## config.mk

```make
export PLATFORM = sky130hd
export DESIGN_NAME = hpid_state
export DESIGN_NICKNAME = d
export VERILOG_FILES = /design/src/rtl/hpid_pkg.sv /design/src/rtl/hpid_state.sv
export SDC_FILE = /design/constraint.sdc
export NUM_CORES = 1
export LEC_CHECK = 0
export ABC_AREA = 1
export BUFFER_PORTS_ARGS = -buffer_cell sky130_fd_sc_hd__buf_4
export CORE_MARGIN = 4
export CORE_UTILIZATION = 45
export CTS_BUF_LIST = sky130_fd_sc_hd__clkbuf_8 sky130_fd_sc_hd__clkbuf_16
export CTS_CLUSTER_SIZE = 40
export DETAILED_ROUTE_END_ITERATION = 10
export GPL_ROUTABILITY_DRIVEN = 1
export PLACE_DENSITY = 0.71
export SLEW_MARGIN = 0
export SYNTH_ARGS = -nofsm -noshare
export SYNTH_HDL_FRONTEND = slang
export SYNTH_SLANG_ARGS = --single-unit
```

## constraint.sdc

```tcl
create_clock -name clk -period 8.56 [get_ports clk]
set_clock_uncertainty 0.05 [all_clocks]
set_input_delay 0.428 -clock clk [delete_from_list [all_inputs] [get_ports clk]]
set_output_delay 0.428 -clock clk [all_outputs]
set_load 0.01 [all_outputs]
```

## src/rtl/hpid_pkg.sv

```systemverilog
// hpid_pkg: shared widths, constants, register indexes and inter-stage structs
// for the heading PID turn controller. No dependencies.
package hpid_pkg;

	localparam int HeadW   = 16;
	localparam int ErrW    = 18;
	localparam int ChgW    = 19;
	localparam int SumW    = 32;
	localparam int GainW   = 32;
	localparam int TgtW    = 17;
	localparam int LimW    = 17;
	localparam int DriveW  = 16;
	localparam int IdxW    = 3;
	localparam int CfgW    = 32;
	localparam int FracBits = 24;

	localparam int HalfTurn = 18000;
	localparam int FullTurn = 36000;

	localparam logic signed [TgtW-1:0] TargetRst   = '0;
	localparam logic [GainW-1:0]       PropGainRst = 32'd67108864;
	localparam logic [GainW-1:0]       IntegGainRst = 32'd168;
	localparam logic [GainW-1:0]       DerivGainRst = 32'd13421773;
	localparam logic [LimW-1:0]        IntegWinRst = 17'd5000;
	localparam logic [LimW-1:0]        ErrLimRst   = 17'd150;
	localparam logic [LimW-1:0]        RateLimRst  = 17'd200;

	typedef enum logic [IdxW-1:0] {
		REG_TARGET     = 3'd0,
		REG_PROP_GAIN  = 3'd1,
		REG_INTEG_GAIN = 3'd2,
		REG_DERIV_GAIN = 3'd3,
		REG_INTEG_WIN  = 3'd4,
		REG_ERR_LIM    = 3'd5,
		REG_RATE_LIM   = 3'd6
	} reg_idx_t;

	typedef struct packed {
		logic signed [TgtW-1:0] target;
		logic [GainW-1:0]       prop_gain;
		logic [GainW-1:0]       integ_gain;
		logic [GainW-1:0]       deriv_gain;
		logic [LimW-1:0]        integ_win;
		logic [LimW-1:0]        err_lim;
		logic [LimW-1:0]        rate_lim;
	} cfg_t;

	// error stage -> multiply stage
	typedef struct packed {
		logic                   valid;
		logic                   done;
		logic signed [ErrW-1:0] err;
		logic signed [ChgW-1:0] chg;
		logic signed [SumW-1:0] esum;
	} s1_t;

endpackage

```

## src/rtl/hpid_state.sv

```systemverilog
// hpid_state: heading wrap, error, integral and turn state; registers stage 1.
// Depends on hpid_pkg.
module hpid_state (
	input  logic                       clk,
	input  logic                       arst_n,
	input  hpid_pkg::cfg_t             cfg,
	input  logic                       in_acc,
	input  logic                       adv,
	input  logic [hpid_pkg::HeadW-1:0] heading,
	input  logic                       start_req,
	output hpid_pkg::s1_t              s1
);
	import hpid_pkg::*;

	logic                   active_q;
	logic                   wrap_q;
	logic signed [ErrW-1:0] prev_q;
	logic signed [SumW-1:0] esum_q;

	logic signed [ErrW-1:0]   raw_diff;
	logic [ErrW-1:0]          raw_abs;
	logic                     wrap_start;
	logic                     wrap_use;
	logic signed [ErrW-1:0]   tgt_w;
	logic signed [ErrW-1:0]   sen_w;
	logic signed [ErrW:0]     diff;
	logic signed [ErrW-1:0]   err;
	logic signed [ChgW-1:0]   chg;
	logic [ErrW-1:0]          abs_e;
	logic [ChgW-1:0]          abs_c;
	logic signed [SumW:0]     sum_ext;
	logic signed [SumW-1:0]   sum_sat;
	logic signed [SumW-1:0]   esum_nxt;
	logic                     done;

	always_comb begin
		raw_diff   = ErrW'(cfg.target) - $signed({2'b00, heading});
		raw_abs    = raw_diff[ErrW-1] ? ErrW'(-raw_diff) : ErrW'(raw_diff);
		wrap_start = raw_abs > ErrW'(HalfTurn);
		wrap_use   = start_req ? wrap_start : wrap_q;

		tgt_w = ErrW'(cfg.target);
		if (wrap_use && (cfg.target > TgtW'(HalfTurn))) begin
			tgt_w = tgt_w - ErrW'(FullTurn);
		end
		sen_w = $signed({2'b00, heading});
		if (wrap_use && (heading > HeadW'(HalfTurn))) begin
			sen_w = sen_w - ErrW'(FullTurn);
		end

		// saturate the error to 18 bits signed
		diff = (ErrW+1)'(tgt_w) - (ErrW+1)'(sen_w);
		if (diff > (ErrW+1)'(131071)) begin
			err = ErrW'(131071);
		end else if (diff < -(ErrW+1)'(131072)) begin
			err = ErrW'(-131072);
		end else begin
			err = diff[ErrW-1:0];
		end

		chg   = ChgW'(err) - ChgW'(prev_q);
		abs_e = err[ErrW-1] ? ErrW'(-err) : ErrW'(err);
		abs_c = chg[ChgW-1] ? ChgW'(-chg) : ChgW'(chg);

		sum_ext = (SumW+1)'(esum_q) + (SumW+1)'(err);
		if (sum_ext[SumW] != sum_ext[SumW-1]) begin
			sum_sat = sum_ext[SumW] ? {1'b1, {(SumW-1){1'b0}}} : {1'b0, {(SumW-1){1'b1}}};
		end else begin
			sum_sat = sum_ext[SumW-1:0];
		end
		esum_nxt = ({1'b0, abs_e} < {2'b00, cfg.integ_win}) ? sum_sat : '0;

		done = ({1'b0, abs_e} < {2'b00, cfg.err_lim}) &&
		       (abs_c < {2'b00, cfg.rate_lim});
	end

	always_ff @(posedge clk or negedge arst_n) begin
		if (!arst_n) begin
			active_q <= 1'b0;
			wrap_q   <= 1'b0;
			prev_q   <= '0;
			esum_q   <= '0;
		end else if (in_acc) begin
			if (start_req) begin
				wrap_q   <= wrap_start;
				prev_q   <= err;
				esum_q   <= '0;
				active_q <= 1'b1;
			end else if (active_q) begin
				prev_q <= err;
				esum_q <= esum_nxt;
				if (done) begin
					active_q <= 1'b0;
				end
			end
		end
	end

	always_ff @(posedge clk or negedge arst_n) begin
		if (!arst_n) begin
			s1 <= '0;
		end else if (adv) begin
			s1.valid <= in_acc && !start_req && active_q;
			s1.done  <= done;
			s1.err   <= err;
			s1.chg   <= chg;
			s1.esum  <= esum_nxt;
		end
	end

endmodule

```

==> flow_metrics.py, run 1 <==
metrics = {
    "sta": {
        "rsz0062_at_grt": "true",
        "setup_violations": 0,
        "slew_headroom_pct": 36.4,
        "count_of_pins_over_their_slew_limit": 0,
        "finalSetupTns_ns": 0,
        "post-route-period-util_pct": 98.3,
        "final_setup_margin_ns": 0.143,
        "worst_pin_slew_ns": 0.943,
        "maxClockFrequency_ghz": 0.119,
        "final_period_minus_worst_setup_slack_ns": 8.42,
        "finalHoldViolations": 0,
    },
    "clocking": {
        "cts_num_sinks": 123,
        "ctsLongestPathBuffers": 2,
        "cts-buffers-inserted": 17,
        "hold_buffers": 0,
        "cts.root.buffer_cell": "sky130_fd_sc_hd__clkbuf_16",
        "clkTransAtPathRegs_ns": 0.07,
        "h_tree_levels": 4,
        "tritoncts": "yes",
        "insertion_delay_ns": 0.42,
    },
    "finish": {
        "post_layout_nets": 2757,
        "postLayoutCellArea_mm2": 0.0187,
        "insertedDiodeCount": 0,
        "post-route-util_pct": 65.2,
        "area_growth_synth_to_finish_pct": 43.1,
        "final_cell_count_without_fillers": 2831,
        "post_route_cells_drive_above_1_share_pct": 31.1,
        "fillCellCount": 2599,
    },
    "floorplanning": {
        "ios": 256,
        "fp.coreArea_mm2": 0.0287,
        "floorplan.die_area_mm2": 0.0318,
        "die-width_um": 178,
        "rows": 62,
        "die_h_um": 178,
        "initial_core_utilization_pct": 45.6,
    },
    "detailed_routing": {
        "drt_pass1_iterations": 8,
        "drc_errors": 0,
        "via_per_inst": 5.25,
        "vias": 14900,
        "route.detailed.wl_per_inst_um": 15.8,
        "postRouteAntennaNets": 0,
        "routed_wl_mm": 44.6,
        "drt_iter0_markers": 984,
    },
    "placed_design": {
        "place.detailed.hpwl_mm": 34.8,
        "io_buffer_count": 159,
        "post-place-ws_ns": -0.843,
        "placedCellCount": 2774,
        "placement.cell_area_mm2": 0.0169,
        "place_congestion": 1.01,
    },
    "setup_path": {
        "crit_path_top_delay_cell": "sky130_fd_sc_hd__fa_2",
        "critPathKind": "in -> reg",
        "cp-start-kind": "input pin",
        "crit_family": "simple AND/OR/NAND/NOR gates",
        "critical_path_required_ns": 8.80,
        "worst_setup_path_end_kind": "flip-flop",
        "cp_num_buf_inv": 10,
        "critical_path_arrival_ns": 8.66,
        "critical-path-top-cell-by-count": "sky130_fd_sc_hd__nand2_1",
        "cp_slowest_stage_delay_ns": 0.57,
        "worstPathMaxFanout": 8,
    },
    "synth": {
        "top_post_synthesis_cells_by_count": "sky130_fd_sc_hd__nand2_1 (531), sky130_fd_sc_hd__inv_1 (284), sky130_fd_sc_hd__ha_1 (135)",
        "mappedNetlistNets": 2286,
        "synthesis.area_mm2": 0.0131,
        "yosysUniqueCellTypes": 55,
        "synth.yosys.warnings": 0,
        "ys_ff_latch": 123,
        "post_synth_main_area_contributors": "sky130_fd_sc_hd__dfrtp_1 (24%), sky130_fd_sc_hd__nand2_1 (15%), sky130_fd_sc_hd__ha_1 (13%), sky130_fd_sc_hd__inv_1 (8.2%), sky130_fd_sc_hd__xor2_1 (5.1%)",
        "syn_area_per_cell_um2": 6.66,
        "synth_edf_count": 0,
        "yosysSeqAreaShare_pct": 23.5,
        "post-synth-top-area-cell": "sky130_fd_sc_hd__dfrtp_1",
        "synth.most_common_cell": "sky130_fd_sc_hd__nand2_1",
        "most_common_flop_cell_mapped_by_yosys": "sky130_fd_sc_hd__dfrtp_1",
        "async_flop_share_pct": 100,
        "synth_largest_type_area_fraction_pct": 23.5,
        "syn-instance-count": 1963,
    },
    "grt": {
        "vias_in_the_first_global_route": 14500,
        "grt_max_degree": 98,
        "grt_first_pass_wirelength_mm": 70.2,
        "track_usage_pct": 27.0,
        "overall_overflow_remaining_after_global_route": 0,
        "antenna_found_initial": 0,
    },
    "job": {
        "maxCapViolCount": 0,
    },
    "hold_path": {
        "min-delay-path-class": "in -> async",
    },
    "power": {
        "power.static_leakage_nw": 10.0,
        "irDropWorstVdd_uv": 257,
        "p_per_area_mw_per_mm2": 473,
    },
    "outcome": {
        "status": "completed",
    },
}
[path summary, 6_finish.rpt]
path / slack (ns) / cells past startpoint / end / from
worst min register to register: 0.42 / 2 / wrap_q / wrap_q
max in group asynchronous: 7.08 / 2 / prev_q[16] / arst_n
worst min-delay path: 0.04 / 1 / s1[47] / arst_n
min in group clk: 0.24 / 3 / wrap_q / in_acc
worst max-delay path: 0.14 / 60 / active_q / cfg[147]
worst max register to register: 1.88 / 44 / active_q / wrap_q
[cell usage in the layout, fill, tap and decap left out, types with 7 or more instances in the layout]
master                      synthesis  routed
sky130_fd_sc_hd__a21o_1             7       7
sky130_fd_sc_hd__a21oi_1          125     104
sky130_fd_sc_hd__a21oi_2            5      20
sky130_fd_sc_hd__a21oi_4            2       8
sky130_fd_sc_hd__a31oi_1            9       7
sky130_fd_sc_hd__buf_4              2     487
sky130_fd_sc_hd__buf_6              7      13
sky130_fd_sc_hd__clkbuf_16          0      17
sky130_fd_sc_hd__dfrtp_1          123     123
sky130_fd_sc_hd__ha_1             135     112
sky130_fd_sc_hd__ha_4               0      19
sky130_fd_sc_hd__inv_1            284     271
sky130_fd_sc_hd__inv_2             11      26
sky130_fd_sc_hd__nand2_1          531     502
sky130_fd_sc_hd__nand2_2            5      31
sky130_fd_sc_hd__nand3_1           88      72
sky130_fd_sc_hd__nand3_2            7      19
sky130_fd_sc_hd__nand4_1          104     104
sky130_fd_sc_hd__nor2_1           117      97
sky130_fd_sc_hd__nor2_2             5      20
sky130_fd_sc_hd__nor2_4             3       8
sky130_fd_sc_hd__nor3_1            27      20
sky130_fd_sc_hd__o21a_1             8       7
sky130_fd_sc_hd__o21ai_0          119     103
sky130_fd_sc_hd__o21ai_1           19      20
sky130_fd_sc_hd__o21ai_2            2      13
sky130_fd_sc_hd__or2_2              9       8
sky130_fd_sc_hd__xnor2_1           31      27
sky130_fd_sc_hd__xor2_1            76      69
sky130_fd_sc_hd__xor2_2             1       8
[logic make-up after synthesis]
family	count (synthesis)	share of synthesized area [%]
buffers and inverters	351	10.6
and+or+nand+nor	909	30.5
xor gates and xnor gates	109	7.50
AOI/OAI and AO/OA	333	14.4
DFF	123	23.5
adders and majority gates	138	13.4
[power breakdown]
part	switching [mW]	internal, mW	total, mW
Clock	0.296	0.497	0.793
Sequential	0.144	0.835	0.979
Combinational	3.89	3.20	7.09
[final cells by class]
class,instances,area [um2],area share (%)
clock inverters,14,196,1.05
flip-flops and latches,123,3080,16.4
well taps,384,480,2.57
clock buffers,18,439,2.35
inverters,298,1120,6.01
repair buffers,503,3860,20.6
multi-input cells,1491,9540,51.0
[state kept, by name, indices dropped and copies added, names as in the netlist]
name / count
s1: 71
esum_q: 32
active_q: 1
wrap_q: 1
prev_q: 18
[what timing repair did]
action	CTS	global route
gates cloned	3	0
pin swaps	15	49
buffers inserted	7	15
setup endpoints to repair	2	66
endpoints found under the hold margin	0	0
gates resized for setup	57	168
[layer usage]
layer / vias up / track usage, % / wire (um)
li1: 7422 / - / -
met1: 6960 / 34.9 / 19400
met2: 409 / 46.6 / 21600
met3: 78 / 4.05 / 2280
met4: 0 / 8.03 / 1350
met5: - / 0 / 0
[per-stage QoR]
step / power [mW] / hold slack [ns]
floorplan: 4.62 / 0.0824
global placement: 7.14 / 0.413
detailed placement: 7.27 / 0.415
CTS: 8.27 / 0.0608
global route: 9.66 / 0.0981
finish: 8.86 / 0.0385
Note: power is estimated with default switching activity, not from simulation.
==> run 2: changes to the inputs <==
==> constraint.sdc (replaced) <==
create_clock -name clk -period 8.56 [get_ports clk]
set_clock_uncertainty 0.05 [all_clocks]
set_input_delay 0.856 -clock clk [delete_from_list [all_inputs] [get_ports clk]]
set_output_delay 0.856 -clock clk [all_outputs]
set_load 0.01 [all_outputs]
==> run 2 against run 1 <==
  * Design area grew 10%
  * Total power grew 20%
  * Routed wire length grew 14%
  * Via count grew 7.9%
  * The flow now finishes with violations (negative setup slack)
  * Cell count grew 4.4%
  * Sequential share of layout area shrank 1.5 points
  * Critical path depth grew 6
  * Global-route usage grew 0.22 points
  * Setup slack lost 0.68 ns
  * Worst hold slack gained 0.39 ns
  * Die area is the same
==> flow_metrics.py, run 2 (synthesized netlist as in run 1, its figures left out) <==
metrics = {
    "power": {
        "power.static_leakage_nw": 10.8,
        "irDropWorstVdd_uv": 330,
        "p_per_area_mw_per_mm2": 514,
        "clock_power_share_pct": 7.1,
        "cellInternalPower_mw": 5.45,
        "comb_power_share_pct": 83.6,
        "flop_pwr_share_pct": 9.3,
        "sw_frac_of_total_pct": 48.6,
        "netSwitchingPower_mw": 5.16,
    },
    "sta": {
        "rsz0062_at_grt": "true",
        "count_of_pins_over_their_slew_limit": 0,
        "post-route-period-util_pct": 106,
        "finalHoldWorstSlack_ns": 0.431,
        "final_setup_margin_ns": -0.536,
        "slew_headroom_pct": 39.7,
        "setup_violations": 66,
        "worst_pin_slew_ns": 0.905,
        "maxClockFrequency_ghz": 0.110,
        "final_period_minus_worst_setup_slack_ns": 9.10,
        "finalSetupTns_ns": -23.88,
        "finalHoldViolations": 0,
    },
    "clocking": {
        "cts.root.buffer_cell": "sky130_fd_sc_hd__clkbuf_16",
        "tritoncts": "yes",
        "clkTransAtPathRegs_ns": 0.06,
        "insertion_delay_ns": 0.43,
        "cts-buffers-inserted": 17,
        "ctsLongestPathBuffers": 2,
        "cts_num_sinks": 123,
        "h_tree_levels": 4,
    },
    "setup_path": {
        "critPathKind": "in -> reg",
        "worst-r2r-cell-count": 47,
        "cp-start-kind": "input pin",
        "critical_path_required_ns": 8.87,
        "stages_on_worst_setup_path": 66,
        "crit_family": "simple AND/OR/NAND/NOR gates",
        "critical-path-top-cell-by-count": "sky130_fd_sc_hd__buf_6",
        "worst_setup_path_end_kind": "flip-flop",
        "cp_slowest_stage_delay_ns": 0.56,
        "critical_path_arrival_ns": 9.41,
        "crit_path_top_delay_cell": "sky130_fd_sc_hd__fa_2",
        "worstPathMaxFanout": 7,
        "cp_num_buf_inv": 21,
        "regToRegSetupSlack_ns": 1.61,
    },
    "detailed_routing": {
        "drt_iter0_markers": 1371,
        "drc_errors": 0,
        "routed_wl_mm": 50.9,
        "route.detailed.wl_per_inst_um": 17.2,
        "via_per_inst": 5.43,
        "vias": 16100,
        "postRouteAntennaNets": 0,
        "drt_pass1_iterations": 10,
    },
    "grt": {
        "grt_first_pass_wirelength_mm": 71.2,
        "antenna_found_initial": 0,
        "vias_in_the_first_global_route": 14800,
        "grt_max_degree": 68,
        "overall_overflow_remaining_after_global_route": 0,
        "track_usage_pct": 27.2,
    },
    "floorplanning": {
        "rows": 62,
        "ios": 256,
        "initial_core_utilization_pct": 45.6,
        "floorplan.die_area_mm2": 0.0318,
        "die_h_um": 178,
        "die-width_um": 178,
        "fp.coreArea_mm2": 0.0287,
    },
    "finish": {
        "layout.cells.most_common_list": "sky130_fd_sc_hd__buf_4 (568), sky130_fd_sc_hd__nand2_1 (485), sky130_fd_sc_hd__inv_1 (269)",
        "insertedDiodeCount": 0,
        "max_flop_register": "s1",
        "final_common_cell": "sky130_fd_sc_hd__buf_4",
        "largestRegisters": "s1 (71), esum_q (32), prev_q (18)",
        "largest_reg_flops": 71,
        "post_layout_nets": 2881,
        "post_route_cells_drive_above_1_share_pct": 37.5,
        "area_growth_synth_to_finish_pct": 57.8,
    },
    "placed_design": {
        "io_buffer_count": 159,
        "place.detailed.hpwl_mm": 34.9,
        "place_congestion": 0.920,
    },
    "outcome": {
        "failing_checks": "negative setup slack",
        "status": "finished, violations left",
    },
    "hold_path": {
        "worst_hold_path.num_cells": 2,
        "min-delay-path-class": "reg -> reg",
    },
    "job": {
        "maxCapViolCount": 0,
    },
}
run 2: cell count changes in the layout (fill, tap and decap cells not counted), sizes merged:
cell / change
nand3: -2
clkinv: -4
bufinv: -2
clkbuf: +8
buf: +118
clkinvlp: +3
inv: +3
run 2: layout make-up:
class	instances	area, um2
multi-input cells	1489	10100
inverters	298	1140
flip-flops and latches	123	3080
well taps	384	480
fillers	2162	8060
clock inverters	14	161
repair buffers	629	5220
clock buffers	18	439
run 2: routing by layer:
layer,vias up,track usage [%],wire (um)
li1,7666,-,-
met1,7521,34.5,20600
met2,678,48.7,24500
met3,185,3.62,3340
met4,0,7.00,2400
met5,-,0,0
run 2: power by group through the flow:
stage | registers, mW | logic, mW | clock network, mW
6_report | 0.985 | 8.87 | 0.756
5_1_grt | 1.01 | 9.56 | 0.790
4_1_cts | 0.978 | 6.92 | 0.756
3_5_place_dp | 0.982 | 6.61 | 0
3_3_place_gp | 0.978 | 6.43 | 0
2_1_floorplan | 1.02 | 3.62 | 0
run 2: worst paths after layout:
path	startpoint	endpoint
min in group asynchronous	arst_n	s1[48]
worst min register to register	esum_q[20]	esum_q[20]
max in group asynchronous	arst_n	esum_q[23]
worst max register to register	wrap_q	esum_q[12]
worst max-delay path	cfg[147]	esum_q[12]
worst min-delay path	esum_q[20]	esum_q[20]
run 2: timing repair:
action / CTS / global route
endpoints found under the setup margin: 64 / 67
pin swaps: 27 / 155
resized for setup: 82 / 309
cloned: 0 / 11
hold buffers: 0 / 0
endpoints found under the hold margin: 0 / 0
setup buffers: 15 / 61
run 2: tightest hold or removal path, stage by stage (launching register included):
cell	delay (ns)
sky130_fd_sc_hd__dfrtp_1	0.35
sky130_fd_sc_hd__nand2_1	0.05
sky130_fd_sc_hd__nand2_1	0.05
run 2: through the flow:
stage | util (%) | power [mW] | worst slack (ns) | cell area (um2) | std cells
floorplan | - | 4.64 | 0.0125 | 13100 | 1963
global placement | 60.9 | 7.41 | -0.940 | 17500 | 2838
detailed placement | 60.9 | 7.59 | -1.07 | 17500 | 2838
CTS | 64.6 | 8.65 | -0.371 | 18500 | 2885
global route | 71.9 | 11.4 | -1.10 | 20600 | 2955
finish | 71.9 | 10.6 | -0.536 | 20600 | 2955
